$ cat config.mk
export PLATFORM = sky130hd
export DESIGN_NAME = efg_cordic_cell
export DESIGN_NICKNAME = d
export VERILOG_FILES = /design/src/rtl/efg_pkg.sv /design/src/rtl/efg_cordic_cell.sv
export SDC_FILE = /design/constraint.sdc
export NUM_CORES = 1
export LEC_CHECK = 0
export BUFFER_PORTS_ARGS = -buffer_cell sky130_fd_sc_hd__buf_2
export CORE_MARGIN = 2
export CORE_UTILIZATION = 54
export CTS_CLUSTER_DIAMETER = 150
export DETAILED_ROUTE_END_ITERATION = 16
export GPL_TIMING_DRIVEN = 0
export PLACE_DENSITY = 0.83
export SYNTH_ARGS = -nofsm -noshare
export SYNTH_HDL_FRONTEND = slang
export SYNTH_SLANG_ARGS = --single-unit
$ cat constraint.sdc
create_clock -name clock -period 4.26 [get_ports clock]
set_input_delay 0.852 -clock clock [delete_from_list [all_inputs] [get_ports clock]]
set_output_delay 0.852 -clock clock [all_outputs]
set_load 0.005 [all_outputs]
$ cat src/rtl/efg_pkg.sv
`timescale 1ns / 1ps

package efg_pkg;

   // default sizes
   localparam int MAX_TERMS_DEF  = 16;
   localparam int PHASE_BITS_DEF = 24;

   // rotator and radius arithmetic
   localparam int CORDIC_STEPS = 18;
   localparam int RADIUS_GAIN  = 50671;
   localparam int RECIP_SHIFT  = 24;
   localparam int VEC_W        = 29;
   localparam int ANGLE_W      = 32;

   // field widths
   localparam int ORIGIN_W    = 12;
   localparam int RADIUS_W    = 10;
   localparam int STEP_W      = 24;
   localparam int COUNT_W     = 5;
   localparam int TIP_W       = 22;
   localparam int CSR_INDEX_W = 3;
   localparam int CSR_DATA_W  = 24;

   // result range
   localparam logic signed [TIP_W-1:0] TIP_MAX = 22'sh1FFFFF;
   localparam logic signed [TIP_W-1:0] TIP_MIN = 22'sh200000;

   // register indexes
   localparam logic [CSR_INDEX_W-1:0] REG_ORIGIN_X       = 3'd0;
   localparam logic [CSR_INDEX_W-1:0] REG_ORIGIN_Y       = 3'd1;
   localparam logic [CSR_INDEX_W-1:0] REG_AMPLITUDE      = 3'd2;
   localparam logic [CSR_INDEX_W-1:0] REG_PHASE_STEP     = 3'd3;
   localparam logic [CSR_INDEX_W-1:0] REG_HARMONIC_COUNT = 3'd4;

   // register reset values
   localparam logic [ORIGIN_W-1:0] ORIGIN_X_RST   = 12'd300;
   localparam logic [ORIGIN_W-1:0] ORIGIN_Y_RST   = 12'd400;
   localparam logic [RADIUS_W-1:0] AMPLITUDE_RST  = 10'd100;
   localparam logic [STEP_W-1:0]   PHASE_STEP_RST = 24'd66754;
   localparam logic [COUNT_W-1:0]  COUNT_RST      = 5'd10;

   // arctangent per step, full turn = 2^32
   localparam logic [ANGLE_W-1:0] ATAN_TURN [CORDIC_STEPS] = '{
      32'd536870912, 32'd316933389, 32'd167458898, 32'd85004754, 32'd42667331,
      32'd21354463, 32'd10679839, 32'd5340244, 32'd2670164, 32'd1335086,
      32'd667544, 32'd333772, 32'd166886, 32'd83443, 32'd41722,
      32'd20861, 32'd10430, 32'd5215
   };

   // control that travels alongside each term
   typedef struct packed {
      logic valid;
      logic last;
   } efg_ctl_type;

endpackage

$ cat src/rtl/efg_cordic_cell.sv
`timescale 1ns / 1ps

module efg_cordic_cell #(
   parameter int STAGE = 0,
   parameter int VW    = efg_pkg::VEC_W
) (
   input  logic                               clock,
   input  logic                               reset,
   input  efg_pkg::efg_ctl_type               src_ctl,
   input  logic signed [VW-1:0]               src_x,
   input  logic signed [VW-1:0]               src_y,
   input  logic signed [efg_pkg::ANGLE_W-1:0] src_z,
   output efg_pkg::efg_ctl_type               dst_ctl,
   output logic signed [VW-1:0]               dst_x,
   output logic signed [VW-1:0]               dst_y,
   output logic signed [efg_pkg::ANGLE_W-1:0] dst_z
);
   import efg_pkg::*;

   logic signed [VW-1:0]      dx, dy;
   logic signed [ANGLE_W-1:0] atan;
   efg_ctl_type               ctl_ff, ctl_in;
   logic signed [VW-1:0]      x_ff, x_in, y_ff, y_in;
   logic signed [ANGLE_W-1:0] z_ff, z_in;

   // one micro-rotation, floor shifts
   assign dx   = src_y >>> STAGE;
   assign dy   = src_x >>> STAGE;
   assign atan = signed'(ATAN_TURN[STAGE]);

   always_comb begin
      ctl_in = src_ctl;
      if (!src_z[ANGLE_W-1]) begin
         x_in = src_x - dx;
         y_in = src_y + dy;
         z_in = src_z - atan;
      end else begin
         x_in = src_x + dx;
         y_in = src_y - dy;
         z_in = src_z + atan;
      end
   end

   always_ff @(posedge clock) begin
      if (reset) begin
         ctl_ff <= '0;
      end else begin
         ctl_ff <= ctl_in;
      end
      x_ff <= x_in;
      y_ff <= y_in;
      z_ff <= z_in;
   end

   assign dst_ctl = ctl_ff;
   assign dst_x   = x_ff;
   assign dst_y   = y_ff;
   assign dst_z   = z_ff;

endmodule

Word-level counts from Yosys, hierarchy flattened
Cells that the tools add are included.

cells by class
  mux-type cells = 3
  add/subtract/negate cells = 5

operators with widths
  operator                  number
  $mux W29                  2
  $sub A29 B29 Y29          2
  $add A32 B31 Y32 const B  1
  $mux W32                  1
  $sub A32 B31 Y32 const B  1
  $add A29 B29 Y29          1

storage, ports and cells
  bits of input ports = 94
  output and inout port bits = 92
  flip-flop bits (word level) = 92

Depth between registers and ports, before layout
  depth in word-level cells = 2
  gate-level depth with buffers = 12

Worst setup path after synthesis
OpenSTA, ideal clock, no wires.

  path type = input port to flip-flop
  from = in src_x[3]
  to = reg y_ff[26] (netlist: dst_y[26])
  setup time = 0.132 ns
  stages on the path = 12
  required time = 4.128 ns
  setup slack = 0.865 ns
  arrival = 3.263 ns
  path buffers = 1
  cells stage by stage = inv_1 ha_1 buf_6 and4b_1 a311oi_2 a21oi_1 o41a_1 or4_1 a41o_1 a31oi_1 nor3_1 xor2_1

on the way
  cells in the longest elaborated chain, start to end = 2
  elaborated cells between the ends (all ways) = 3
  those cells by class = 2 x add/sub; 1 x mux

RTL lines
  item                                                  RTL line                                      text
  start: declaration                                    efg_cordic_cell.sv:10                         input logic signed [VW-1:0] src_x,
  $add A29 B29 Y29 or $sub A29 B29 Y29 (tied branches)  efg_cordic_cell.sv:35, efg_cordic_cell.sv:39
  $mux W29 *                                            efg_cordic_cell.sv:33                         if (!src_z[ANGLE_W-1]) begin
  via y_in[26]                                          efg_cordic_cell.sv:23                         logic signed [VW-1:0] x_ff, x_in, y_ff, y_in;
  end signal: assignment                                efg_cordic_cell.sv:51                         y_ff <= y_in;
  end: declaration                                      efg_cordic_cell.sv:23

Mark *: on every way through the listed nets, which the timed path passes. The rest lies on a longest branch.
A chain may end at the register's enable or synchronous reset.

Worst setup path in the final report
  from = in src_x[11]
  to = reg x_ff[28] (netlist: dst_x[28])

on the way
  cells in the longest elaborated chain, start to end = 2
  elaborated cells between the ends (all ways) = 3
  those cells by class = 2 x add/sub; 1 x mux

RTL lines
  item                                                  RTL line                                      text
  $sub A29 B29 Y29 or $add A29 B29 Y29 (tied branches)  efg_cordic_cell.sv:34, efg_cordic_cell.sv:38
  $mux W29 *                                            efg_cordic_cell.sv:33
  via x_in[28]                                          efg_cordic_cell.sv:23
  end signal: assignment                                efg_cordic_cell.sv:50                         x_ff <= x_in;
  end: declaration                                      efg_cordic_cell.sv:23

Marks and branches as above.

==> results.sh <==
export IMPL_postRouteAntennaNets=0
export IMPL_layout_commonest_cell="buf_2"
export IMPL_die_h_um=115
export IMPL_wl_met3_mm=2.08
export IMPL_synth_seq_cells=91
export IMPL_synth_xor_area_share_pct=7.22
export IMPL_synthFlopType="dfxtp_1"
export IMPL_dp_hpwl_mm=15.3
export IMPL_layout_nets=1208
export IMPL_ctsHoldBuffers=0
export IMPL_worst_slew_pin_slew_ps=849
export IMPL_grtUsageTotal_pct=29.2
export IMPL_synth_top_family_by_area="compound AO/OA/AOI/OAI gates"
export IMPL_async_reset_ff_share_pct=0
export IMPL_path_max_fanout=10
export IMPL_holdPathStages=1
export IMPL_dr_pass1_iters=5
export IMPL_core_sq_um=12100
export IMPL_die_w_um=115
export IMPL_hp_start="src_z[18]"
export IMPL_outcome="completed"
export IMPL_cp_end_kind="flip-flop"
export IMPL_finalSetupViolCount=0
export IMPL_synthTopCellsByArea="dfxtp_1, ha_1, a21oi_1"
export IMPL_grt_max_degree=18
export IMPL_syn_area_sq_um=6670
export IMPL_cts_root_buf="clkbuf_16"
export IMPL_worst_ep_arrival_time_ps=4150
export IMPL_cts_buffers=9
export IMPL_cts_resized=0
export IMPL_holdCritPathClass="input port to flip-flop"
export IMPL_met1_length_mm=7.85
export IMPL_routedWlPerCell_um=16.6
export IMPL_synth_fa_ha_area_share_pct=18.5
export IMPL_num_io_pins=186
export IMPL_drt_vias_per_instance=5.67
export IMPL_maxSlewHeadroom_pct=43.4
export IMPL_path_cells="buf_2, inv_1, ha_1, buf_2, a21oi_1, o21ai_0, a2111oi_0, o21ai_1, a211o_1, a211o_1, a2111oi_0, a21oi_1, xnor2_1"
export IMPL_antenna_found_initial=0
export IMPL_hold_viol_final=0
export IMPL_cap_violations=0
export IMPL_yosysTopAreaCellShare_pct=27.3
export IMPL_syn_area_per_cell_sq_um=8.11
export IMPL_num_rows=40
export IMPL_crit_cells=13
export IMPL_netlist_instances=823
export IMPL_drc=0
export IMPL_post_route_min_period_ps=3920
export IMPL_cp_top_family="compound AO/OA/AOI/OAI gates"
export IMPL_grt_overflow=0
export IMPL_fill_cells=1039
export IMPL_clk_pin_slew_ps=70
export IMPL_route_top_layer_used="met4"
export IMPL_fin_area_sq_um=8160
export IMPL_die_area_sq_um=13300
export IMPL_crit_slowest_cell="a2111oi_0"
export IMPL_drt_total_wl_mm=19.7
export IMPL_synth_top_area_cell="dfxtp_1"
export IMPL_grt_setup_unrepaired="false"
export IMPL_most_common_layout_cells="buf_2, a21oi_1, ha_1"
export IMPL_cpPeakStageDelay_ps=580
export IMPL_cellPowerDensity_nw_per_um2=360
export IMPL_finalSetupTns_ps=0
export IMPL_met2_length_mm=9.15
export IMPL_num_antenna_cells=0
export IMPL_drive_gt1_share_pct=21.1
export IMPL_h_tree_depth=3
export IMPL_cts_setup_buffers=0
export IMPL_finalMaxSlewViolations=0
export IMPL_cp_start_kind="input port"
export IMPL_vias=6750
export IMPL_cts_tree="done"
export IMPL_synth_simple_area_share_pct=13.7
export IMPL_crit_required_ps=4500
export IMPL_min_to="dst_z[18]"
export IMPL_synthMuxAreaShare_pct=2.12
export IMPL_io_buffers=184
export IMPL_placed_cell_area_sq_um=7800
export IMPL_drtIter0Drc=515
export IMPL_synth_compound_area_share_pct=23.9
export IMPL_grt_pass1_wl_mm=30.3
export IMPL_yosys_warnings=0
export IMPL_cts_buffer_depth=2
export IMPL_synth_edff_count=0
export IMPL_timing_fmax_mhz=255
export IMPL_syn2layout_area_growth_pct=22.2
export IMPL_start_util_pct=55.3
export IMPL_cp_num_buf_inv=3
export IMPL_syn_nets=1013
export IMPL_cts_sinks=91
export IMPL_seq_area_frac_synth_pct=27.3
export IMPL_grt_pass1_vias=6224
export IMPL_gp_routability_congestion=0.976
export IMPL_p_leak_nw=4.02
export IMPL_vdd_drop_max_v=0.000225
export IMPL_yosys_cell_types_count=66
export IMPL_period_share_pct=91.9
export IMPL_crit_type="input port to flip-flop"
## final cells by class
type	instances	area, sq um	area share (%)
Buffer	39	164	2.01
Clock buffer	9	225	2.76
Clock inverter	7	128	1.56
Inverter	86	323	3.96
Multi-Input combinational cell	607	4360	53.5
Sequential cell	91	1820	22.3
Tap cell	168	210	2.58
Timing Repair Buffer	184	921	11.3
## layer usage
metal | vias to the layer above | global-route usage (%)
met5 | - | 0
li1 | 3250 | -
met1 | 3035 | 35.5
met2 | 414 | 49.3
met4 | 0 | 13.8
met3 | 51 | 6.17
## cell usage after synthesis, types with 5 or more instances
| cell | instances |
|---|---|
| a21o_1 | 17 |
| a211o_1 | 6 |
| nand3_1 | 10 |
| nand2b_1 | 5 |
| nor2_1 | 62 |
| nand4_1 | 5 |
| or4_1 | 7 |
| ha_1 | 92 |
| or3_1 | 6 |
| o211ai_1 | 5 |
| nor3_1 | 25 |
| buf_1 | 8 |
| clkbuf_1 | 24 |
| a211oi_1 | 9 |
| a21oi_1 | 100 |
| nand2_1 | 35 |
| xor2_1 | 14 |
| nor4_1 | 8 |
| dfxtp_1 | 91 |
| buf_2 | 5 |
| a31oi_1 | 7 |
| o21bai_1 | 19 |
| nor2b_1 | 11 |
| o21ai_0 | 49 |
| inv_1 | 82 |
| mux2i_1 | 13 |
| xnor2_1 | 41 |
## state kept, by name, summed over array words and instances, names as in the netlist
name,cells
dst_ctl,2
dst_x,28
dst_y,29
dst_z,32
## logic make-up (layout without fill, tap and decap cells)
logic type | after synthesis | count (layout)
adders and majority gates | 96 | 96
DFF | 91 | 91
xor gates and xnor gates | 55 | 55
muxes | 14 | 14
buffers and inverters | 125 | 325
AOI/OAI and AO/OA | 254 | 254
and+or+nand+nor | 188 | 188
## how the worst max path moves through the flow
stage              start   endpoint  slack, ps
3_5_place_dp   src_x[11]  dst_x[28]        120
6_report       src_x[11]  dst_x[28]        340
2_1_floorplan   src_x[3]  dst_y[26]        870
3_3_place_gp   src_x[11]  dst_x[28]         90
4_1_cts        src_x[11]  dst_x[28]        440
5_1_grt        src_x[10]  dst_x[28]        240
## power by group
group	switching [mW]	internal [mW]	leakage, nW
sequential	0.0327	0.999	0.768
combinational	0.558	0.399	3.08
clock	0.368	0.584	0.173
## metrics by stage
step	total power, mW	hold WS [ps]	instances	utilization [%]	worst slack [ps]
floorplan	1.62	880	823	-	865
global placement	1.97	954	1175	64.7	87.5
detailed placement	1.98	956	1175	64.7	124
CTS	2.94	589	1191	67.6	443
global route	3.10	584	1191	67.6	238
finish	2.94	593	1191	67.6	345
(Power assumes the default switching activity.)
