File: config.mk
export PLATFORM = sky130hd
export DESIGN_NAME = efg_radius
export DESIGN_NICKNAME = d
export VERILOG_FILES = /design/src/rtl/efg_pkg.sv /design/src/rtl/efg_radius.sv
export SDC_FILE = /design/constraint.sdc
export NUM_CORES = 2
export LEC_CHECK = 0
export ABC_AREA = 1
export BUFFER_PORTS_ARGS = -buffer_cell sky130_fd_sc_hd__clkbuf_2
export CAP_MARGIN = 25
export CELL_PAD_IN_SITES_DETAIL_PLACEMENT = 2
export CELL_PAD_IN_SITES_GLOBAL_PLACEMENT = 2
export CORE_ASPECT_RATIO = 0.6
export CORE_MARGIN = 5
export CORE_UTILIZATION = 39
export DETAILED_ROUTE_END_ITERATION = 12
export PLACE_DENSITY_LB_ADDON = 0.1
export SYNTH_ARGS = -nofsm -noshare
export SYNTH_HDL_FRONTEND = slang
export SYNTH_SLANG_ARGS = --single-unit
File: constraint.sdc
create_clock -name clock -period 7.1 [get_ports clock]
set_input_delay 1.065 -clock clock [delete_from_list [all_inputs] [get_ports clock]]
set_output_delay 1.065 -clock clock [all_outputs]
set_load 0.01 [all_outputs]
File: src/rtl/efg_pkg.sv
`timescale 1ns / 1ps

package efg_pkg;

   // default sizes
   localparam int MAX_TERMS_DEF  = 16;
   localparam int PHASE_BITS_DEF = 24;

   // rotator and radius arithmetic
   localparam int CORDIC_STEPS = 18;
   localparam int RADIUS_GAIN  = 50671;
   localparam int RECIP_SHIFT  = 24;
   localparam int VEC_W        = 29;
   localparam int ANGLE_W      = 32;

   // field widths
   localparam int ORIGIN_W    = 12;
   localparam int RADIUS_W    = 10;
   localparam int STEP_W      = 24;
   localparam int COUNT_W     = 5;
   localparam int TIP_W       = 22;
   localparam int CSR_INDEX_W = 3;
   localparam int CSR_DATA_W  = 24;

   // result range
   localparam logic signed [TIP_W-1:0] TIP_MAX = 22'sh1FFFFF;
   localparam logic signed [TIP_W-1:0] TIP_MIN = 22'sh200000;

   // register indexes
   localparam logic [CSR_INDEX_W-1:0] REG_ORIGIN_X       = 3'd0;
   localparam logic [CSR_INDEX_W-1:0] REG_ORIGIN_Y       = 3'd1;
   localparam logic [CSR_INDEX_W-1:0] REG_AMPLITUDE      = 3'd2;
   localparam logic [CSR_INDEX_W-1:0] REG_PHASE_STEP     = 3'd3;
   localparam logic [CSR_INDEX_W-1:0] REG_HARMONIC_COUNT = 3'd4;

   // register reset values
   localparam logic [ORIGIN_W-1:0] ORIGIN_X_RST   = 12'd300;
   localparam logic [ORIGIN_W-1:0] ORIGIN_Y_RST   = 12'd400;
   localparam logic [RADIUS_W-1:0] AMPLITUDE_RST  = 10'd100;
   localparam logic [STEP_W-1:0]   PHASE_STEP_RST = 24'd66754;
   localparam logic [COUNT_W-1:0]  COUNT_RST      = 5'd10;

   // arctangent per step, full turn = 2^32
   localparam logic [ANGLE_W-1:0] ATAN_TURN [CORDIC_STEPS] = '{
      32'd536870912, 32'd316933389, 32'd167458898, 32'd85004754, 32'd42667331,
      32'd21354463, 32'd10679839, 32'd5340244, 32'd2670164, 32'd1335086,
      32'd667544, 32'd333772, 32'd166886, 32'd83443, 32'd41722,
      32'd20861, 32'd10430, 32'd5215
   };

   // control that travels alongside each term
   typedef struct packed {
      logic valid;
      logic last;
   } efg_ctl_type;

endpackage

File: src/rtl/efg_radius.sv
`timescale 1ns / 1ps

module efg_radius #(
   parameter int  MAX_TERMS = efg_pkg::MAX_TERMS_DEF,
   parameter int  VW        = efg_pkg::VEC_W,
   localparam int IDXW      = (MAX_TERMS > 1) ? $clog2(MAX_TERMS) : 1
) (
   input  logic                              clock,
   input  logic                              reset,
   input  efg_pkg::efg_ctl_type              src_ctl,
   input  logic [IDXW-1:0]                   src_idx,
   input  logic [efg_pkg::ANGLE_W-1:0]       src_turn,
   input  logic [efg_pkg::RADIUS_W-1:0]      amplitude,
   output efg_pkg::efg_ctl_type              dst_ctl,
   output logic signed [VW-1:0]              dst_x,
   output logic signed [efg_pkg::ANGLE_W-1:0] dst_z
);
   import efg_pkg::*;

   localparam int WHOLE_W = 26;
   localparam int FRAC_W  = 17;
   localparam int RCP_W   = RECIP_SHIFT + 1;
   localparam int PROD_W  = FRAC_W + RCP_W;
   localparam int QUO_W   = 18;
   localparam int LEN_W   = 27;

   // per-term constants: gain = q*n + r, reciprocal of n
   logic [15:0]      quo_tab [MAX_TERMS];
   logic [6:0]       rem_tab [MAX_TERMS];
   logic [RCP_W-1:0] rcp_tab [MAX_TERMS];

   for (genvar k = 0; k < MAX_TERMS; k++) begin : g_tab
      localparam int N = 2 * k + 1;
      localparam int Q = RADIUS_GAIN / N;
      localparam int R = RADIUS_GAIN % N;
      localparam int M = (2 ** RECIP_SHIFT + N - 1) / N;
      assign quo_tab[k] = 16'(Q);
      assign rem_tab[k] = 7'(R);
      assign rcp_tab[k] = RCP_W'(M);
   end

   efg_ctl_type                s1_ctl_ff, s1_ctl_in, s2_ctl_ff, s2_ctl_in, s3_ctl_ff, s3_ctl_in;
   logic [WHOLE_W-1:0]         s1_whole_ff, s1_whole_in, s2_whole_ff, s2_whole_in;
   logic [FRAC_W-1:0]          s1_frac_ff, s1_frac_in;
   logic [ANGLE_W-1:0]         s1_turn_ff, s1_turn_in, s2_turn_ff, s2_turn_in;
   logic [QUO_W-1:0]           s2_quo_ff, s2_quo_in;
   logic [PROD_W-1:0]          prod;
   logic [LEN_W-1:0]           len;
   logic signed [VW-1:0]       vlen;
   logic                       fold;
   logic signed [VW-1:0]       s3_x_ff, s3_x_in;
   logic signed [ANGLE_W-1:0]  s3_z_ff, s3_z_in;

   // reciprocal follows the term into stage 2
   logic [RCP_W-1:0] rcp_tab_sel_ff;

   // stage 1: whole part b*q and remainder b*r + n/2
   assign s1_ctl_in   = src_ctl;
   assign s1_whole_in = WHOLE_W'(amplitude) * WHOLE_W'(quo_tab[src_idx]);
   assign s1_frac_in  = FRAC_W'(amplitude) * FRAC_W'(rem_tab[src_idx]) + FRAC_W'(src_idx);
   assign s1_turn_in  = src_turn;

   // stage 2: divide the remainder part by reciprocal multiply
   assign prod        = PROD_W'(s1_frac_ff) * PROD_W'(rcp_tab_sel_ff);
   assign s2_ctl_in   = s1_ctl_ff;
   assign s2_quo_in   = QUO_W'(prod >> RECIP_SHIFT);
   assign s2_whole_in = s1_whole_ff;
   assign s2_turn_in  = s1_turn_ff;

   // stage 3: start length and half-turn fold
   assign len       = LEN_W'(s2_whole_ff) + LEN_W'(s2_quo_ff);
   assign vlen      = signed'(VW'(len));
   assign fold      = s2_turn_ff[ANGLE_W-1] ^ s2_turn_ff[ANGLE_W-2];
   assign s3_ctl_in = s2_ctl_ff;
   assign s3_x_in   = fold ? -vlen : vlen;
   assign s3_z_in   = signed'(s2_turn_ff ^ {fold, {(ANGLE_W-1){1'b0}}});

   always_ff @(posedge clock) begin
      if (reset) begin
         s1_ctl_ff <= '0;
         s2_ctl_ff <= '0;
         s3_ctl_ff <= '0;
      end else begin
         s1_ctl_ff <= s1_ctl_in;
         s2_ctl_ff <= s2_ctl_in;
         s3_ctl_ff <= s3_ctl_in;
      end
      s1_whole_ff    <= s1_whole_in;
      s1_frac_ff     <= s1_frac_in;
      s1_turn_ff     <= s1_turn_in;
      rcp_tab_sel_ff <= rcp_tab[src_idx];
      s2_whole_ff    <= s2_whole_in;
      s2_quo_ff      <= s2_quo_in;
      s2_turn_ff     <= s2_turn_in;
      s3_x_ff        <= s3_x_in;
      s3_z_ff        <= s3_z_in;
   end

   assign dst_ctl = s3_ctl_ff;
   assign dst_x   = s3_x_ff;
   assign dst_z   = s3_z_ff;

endmodule

; ---- Yosys cells after proc, flatten, opt, wreduce, memory -nomap -nowiden
; Memories as Yosys holds them, arrays and structs flattened. A register that Yosys moved wholly into a read port is not among the register bits.
; Cells that the tools add are included.
[word_totals]
mem_bits_ro = 768
elab_cells = 33
regBits = 218
n_memories = 3
[mem_list]
columns = name, depth, word_bits, rd, rd_ports_with_merged_regs, wr, line
row1 = (no name shown), 16, 25, 1, 1, 0, efg_radius.sv:91  ; rcp_tab_sel_ff <= rcp_tab[src_idx];
row2 = (no name shown), 16, 16, 1, 0, 0, efg_radius.sv:59  ; assign s1_whole_in = WHOLE_W'(amplitude) * WHOLE_W'(quo_tab[src_idx]);
row3 = (no name shown), 16, 7, 1, 0, 0, efg_radius.sv:60  ; assign s1_frac_in = FRAC_W'(amplitude) * FRAC_W'(rem_tab[src_idx]) + FRAC_W'(src_idx);
[op_classes]
n_lt_le_gt_ge = 1
bitwise = 3
addsub = 3
n_mul = 3
mux = 5
[ops]
columns = cell, n
row1 = multiplier 17 x 25 -> 42 bit, 1
row2 = two-way mux 16 bit, 2
row3 = XOR 32 bit, 1
row4 = negation 27 -> 29 bit, 1
row5 = adder 26 x 18 -> 27 bit, 1
row6 = two-way mux 27 bit, 1
row7 = multiplier 10 x 16 -> 26 bit, 1
row8 = adder 17 x 4 -> 17 bit, 1
row9 = multiplier 10 x 7 -> 17 bit, 1
row10 = two-way mux 7 bit, 2
row11 = "greater-or-equal comparator 5 bit, second input constant", 1
row12 = NOT 4 -> 5 bit, 1
row13 = XOR 1 bit, 1

; ---- Depth between registers and ports, before layout
[logic_depth]
ltp_word = 6
depth_mapped = 28
depth_no_buf = 28

; ---- Worst setup path before layout
; No wires, ideal clock.
[synth_path]
path_kind = input -> register
startpoint = input port src_idx[0]
endpoint = register s1_whole_ff[21]
path_stages = 24
path_buffers = 0
required_ps = 6980
setup_slack_ps = 675
arrival_ps = 6305
setup_time_ps = 120
cell_sequence = inv_1 ha_1 nor2_1 nor2_1 nor3b_1 inv_1 nand2_1 fa_1 inv_1 fa_1 ha_1 fa_1 inv_1 fa_1 inv_1 ha_1 a21o_1 a21oi_1 o21ai_0 a21boi_0 o21ai_0 nand2_1 nand2_1 xor2_1
[synth_between]
elab_chain_len = 5
[synth_lines]
columns = item, line
row1 = "start, declared", efg_radius.sv:11  ; input logic [IDXW-1:0] src_idx,
row2 = NOT 4 -> 5 bit (not written as such), efg_radius.sv:59
row3 = memory (16 x 16 bit), n/a
row4 = two-way mux 16 bit (not written as such) (2 in a row), efg_radius.sv:59
row5 = multiplier 10 x 16 -> 26 bit, efg_radius.sv:59
row6 = named net s1_whole_in[21], efg_radius.sv:43  ; logic [WHOLE_W-1:0] s1_whole_ff, s1_whole_in, s2_whole_ff, s2_whole_in;
row7 = "end signal, assigned", efg_radius.sv:88  ; s1_whole_ff <= s1_whole_in;
row8 = "end, declared", efg_radius.sv:43
; The timed path passes the listed nets, and every way through them passes these cells. The select of a mux whose other input is x is not followed.
; A chain may end at the register's enable or synchronous reset.

; ---- Worst setup path in the final report
; Ends and elaborated chain as after synthesis.

==> impl_metrics.json <==
{
  "seq_area_frac_synth_pct": 17.1,
  "wl_per_cell_um": 21.9,
  "synth_nets": 4347,
  "critPathLaunchType": "input port",
  "finalWirelength_um": 103000,
  "globalplace.congestion": 0.900,
  "min_path_type": "reg2reg",
  "crit_arrival_ns": 7.12,
  "cts_buffers": 24,
  "maxCapViolations": 0,
  "relSlewSlack_pct": 31.0,
  "skew_ns": 0.0440,
  "cts_root_buffer": "clkbuf_16",
  "grt_antenna_before_repair": 2,
  "die_w_um": 357,
  "synth-edff-count": 0,
  "cts.sinks": 241,
  "cts_hold_buf": 0,
  "grt_pass1_wl_um": 161000,
  "critPathCapture": "s1_whole_ff[21]$_DFF_P_",
  "fin_crit_sh_pct": 93.6,
  "synth-simple-area-share_pct": 18.5,
  "yosys_most_used_dff": "dfxtp_1",
  "synth_top_family_by_area": "adder cells",
  "worstSetupEndpointType": "flop",
  "clock_latency_ns": 0.59,
  "async_reset_ff_share_pct": 0,
  "drc": 0,
  "n_antenna_cell": 0,
  "overflow": 0,
  "ys_ff_latch": 241,
  "synth_xor_area_share_pct": 2.14,
  "startpoint": "src_idx[0]",
  "seqCellArea_um2": 4820,
  "ys_types": 51,
  "htree_levels": 1,
  "netlist_area_um2": 28100,
  "num_io_pins": 113,
  "multi_input_area_um2": 19400,
  "portBuffers": 112,
  "hold_viol": 0,
  "synthCells": 3587,
  "r2r_cells": 23,
  "finalMaxSlewViolations": 0,
  "final_area_um2": 31000,
  "placed_area_um2": 30200,
  "die_area_um2": 77800,
  "dpl.hpwl_um": 87100,
  "synthAdderAreaFrac_pct": 43.4,
  "grt_use_total_pct": 26.9,
  "cts_resized": 0,
  "rsz0062_at_grt": "no",
  "fill_cells": 8280,
  "setup_tns_ns": 0,
  "cts.reportedPaths.clkPinSlew_ns": 0.07,
  "area_growth_pct": 10.2,
  "tritoncts": "built",
  "rr_endpoint": "s2_quo_ff[12]$_DFF_P_",
  "final_core_util_pct": 43.3,
  "initial_utilization_pct": 39.3,
  "fin_nets": 4465,
  "clockBufferDepth": 3,
  "antenna_left": 0,
  "worstSetupPathType": "in2reg",
  "cts_setup_buffers": 0,
  "drt_iter0_markers": 1201,
  "run_status": "finished, final reports clean",
  "synthMuxAreaShare_pct": 0,
  "drtPass1Iterations": 5,
  "worst-path-max-fanout": 4,
  "worstReg2RegStart": "s1_frac_ff[6]$_DFF_P_",
  "required_ns": 7.57,
  "synth-compound-area-share_pct": 4.73,
  "drt-vias-per-instance": 5.00,
  "tightest_slew_ns": 1.03,
  "coreArea_um2": 71600,
  "grt_pass1_vias": 27300,
  "fp.dieH_um": 218,
  "finalSetupViolCount": 0,
  "period_needed_ns": 6.65,
  "r2r_setup_slack_ns": 0.56,
  "grt_max_degree": 25,
  "max_clock_freq_mhz": 150,
  "drive_gt1_share_pct": 7.92,
  "vias": 23500,
  "yosys_warnings": 0,
  "std_cell_rows": 76,
  "synth.avg_cell_area_um2": 7.85
}
## worst min-delay path by stage
stage	start	to	depth (start not counted)
after detailed placement	s1_turn_ff[30]$_DFF_P_	s2_turn_ff[30]$_DFF_P_	0
final	s2_turn_ff[18]$_DFF_P_	dst_z[18]$_DFF_P_	0
after global placement	s1_turn_ff[30]$_DFF_P_	s2_turn_ff[30]$_DFF_P_	0
after CTS	s2_turn_ff[18]$_DFF_P_	dst_z[18]$_DFF_P_	0
after global routing	s1_turn_ff[27]$_DFF_P_	s2_turn_ff[27]$_DFF_P_	0
after floorplan	s2_turn_ff[0]$_DFF_P_	dst_z[0]$_DFF_P_	0
## per-layer routing
metal | wire length, um | global-route usage [%]
met5 | 0 | 0
met1 | 50400 | 39.5
met2 | 43700 | 41.3
met3 | 7550 | 6.72
met4 | 1310 | 3.29
## registers in the layout (all words and copies together), names as in the netlist
register,cells
dst_ctl,2
dst_x,29
dst_z,32
rcp_tab_sel_ff,24
s1_ctl_ff,2
s1_frac_ff,16
s1_turn_ff,32
s1_whole_ff,26
s2_ctl_ff,2
s2_quo_ff,18
s2_turn_ff,32
s2_whole_ff,26
## cells by family (layout without fill, tap and decap cells)
family | count (synthesis) | in the layout
adders and majority gates | 710 | 710
AOI/OAI and AO/OA | 234 | 234
xor gates and xnor gates | 68 | 68
DFF | 241 | 241
and+or+nand+nor | 1281 | 1281
buffers and inverters | 1053 | 1189
## layout make-up
class | instances | share of cell area [%]
clock buffers | 32 | 2.30
clock inverters | 12 | 0.432
inverters | 945 | 11.4
multi-input cells | 2293 | 62.4
flip-flops and latches | 241 | 15.6
well taps | 975 | 3.93
repair buffers | 200 | 3.94
## metrics by stage
| step | std cells | setup WS [ns] | hold slack (ns) |
|---|---|---|---|
| 2_1_floorplan | 3587 | 0.675 | 0.310 |
| 3_3_place_gp | 4654 | 0.382 | 0.310 |
| 3_5_place_dp | 4654 | 0.155 | 0.313 |
| 4_1_cts | 4698 | 0.546 | 0.320 |
| 5_1_grt | 4698 | 0.0595 | 0.331 |
| 6_report | 4698 | 0.455 | 0.315 |
## Yosys cell counts, types with 6 or more instances
library cell	number	area share, %
a21boi_0	7	0.19
a21o_1	14	0.37
a21oi_1	93	1.7
a31oi_1	20	0.44
clkbuf_1	100	1.3
dfxtp_1	241	17
fa_1	444	32
ha_1	266	12
inv_1	936	12
nand2_1	859	11
nand2_2	19	0.42
nand3_1	74	1.3
nand3_2	8	0.28
nand4_1	20	0.44
nor2_1	257	3.4
nor2_4	7	0.28
nor3_1	13	0.23
nor4_1	6	0.13
o21ai_0	71	1.3
xnor2_1	22	0.68
xor2_1	45	1.4
## critical path: stages
cell and delay, ns:
clkbuf_2 0.09, inv_1 0.05, ha_1 0.37, nor2_1 0.16
nor2_1 0.09, o21ai_0 0.11, nand2_1 0.11, inv_1 0.15
nand2_1 0.10, fa_1 0.57, inv_1 0.06, fa_1 0.54
inv_1 0.07, fa_1 0.53, inv_1 0.05, fa_1 0.47
inv_1 0.06, fa_1 0.50, inv_1 0.05, ha_1 0.37
nand2_1 0.11, o21ai_0 0.44, a21boi_0 0.29, o21ai_0 0.36
nand2_1 0.09, nand2_1 0.08, xor2_1 0.15
## cell usage in the layout, fill, tap and decap left out, drive strengths merged, types with 3 or more instances in the layout
cell type | synthesis | layout
nor4 | 6 | 6
xor2 | 45 | 45
a211oi | 3 | 3
o221ai | 3 | 3
nor3 | 15 | 15
nand4 | 20 | 20
a21boi | 8 | 8
a21oi | 94 | 94
o211ai | 4 | 4
clkbuf | 100 | 144
buf | 8 | 88
o21ai | 74 | 74
nor2 | 269 | 269
ha | 266 | 266
fa | 444 | 444
a21o | 14 | 14
nand3b | 4 | 4
nand2 | 878 | 878
a31oi | 20 | 20
clkinv | 4 | 8
dfxtp | 241 | 241
o21bai | 5 | 5
nand3 | 83 | 83
xnor2 | 23 | 23
inv | 941 | 945
Power is not shown: default switching activity piles up to over one toggle a cycle in this logic, so the estimate is an artifact.
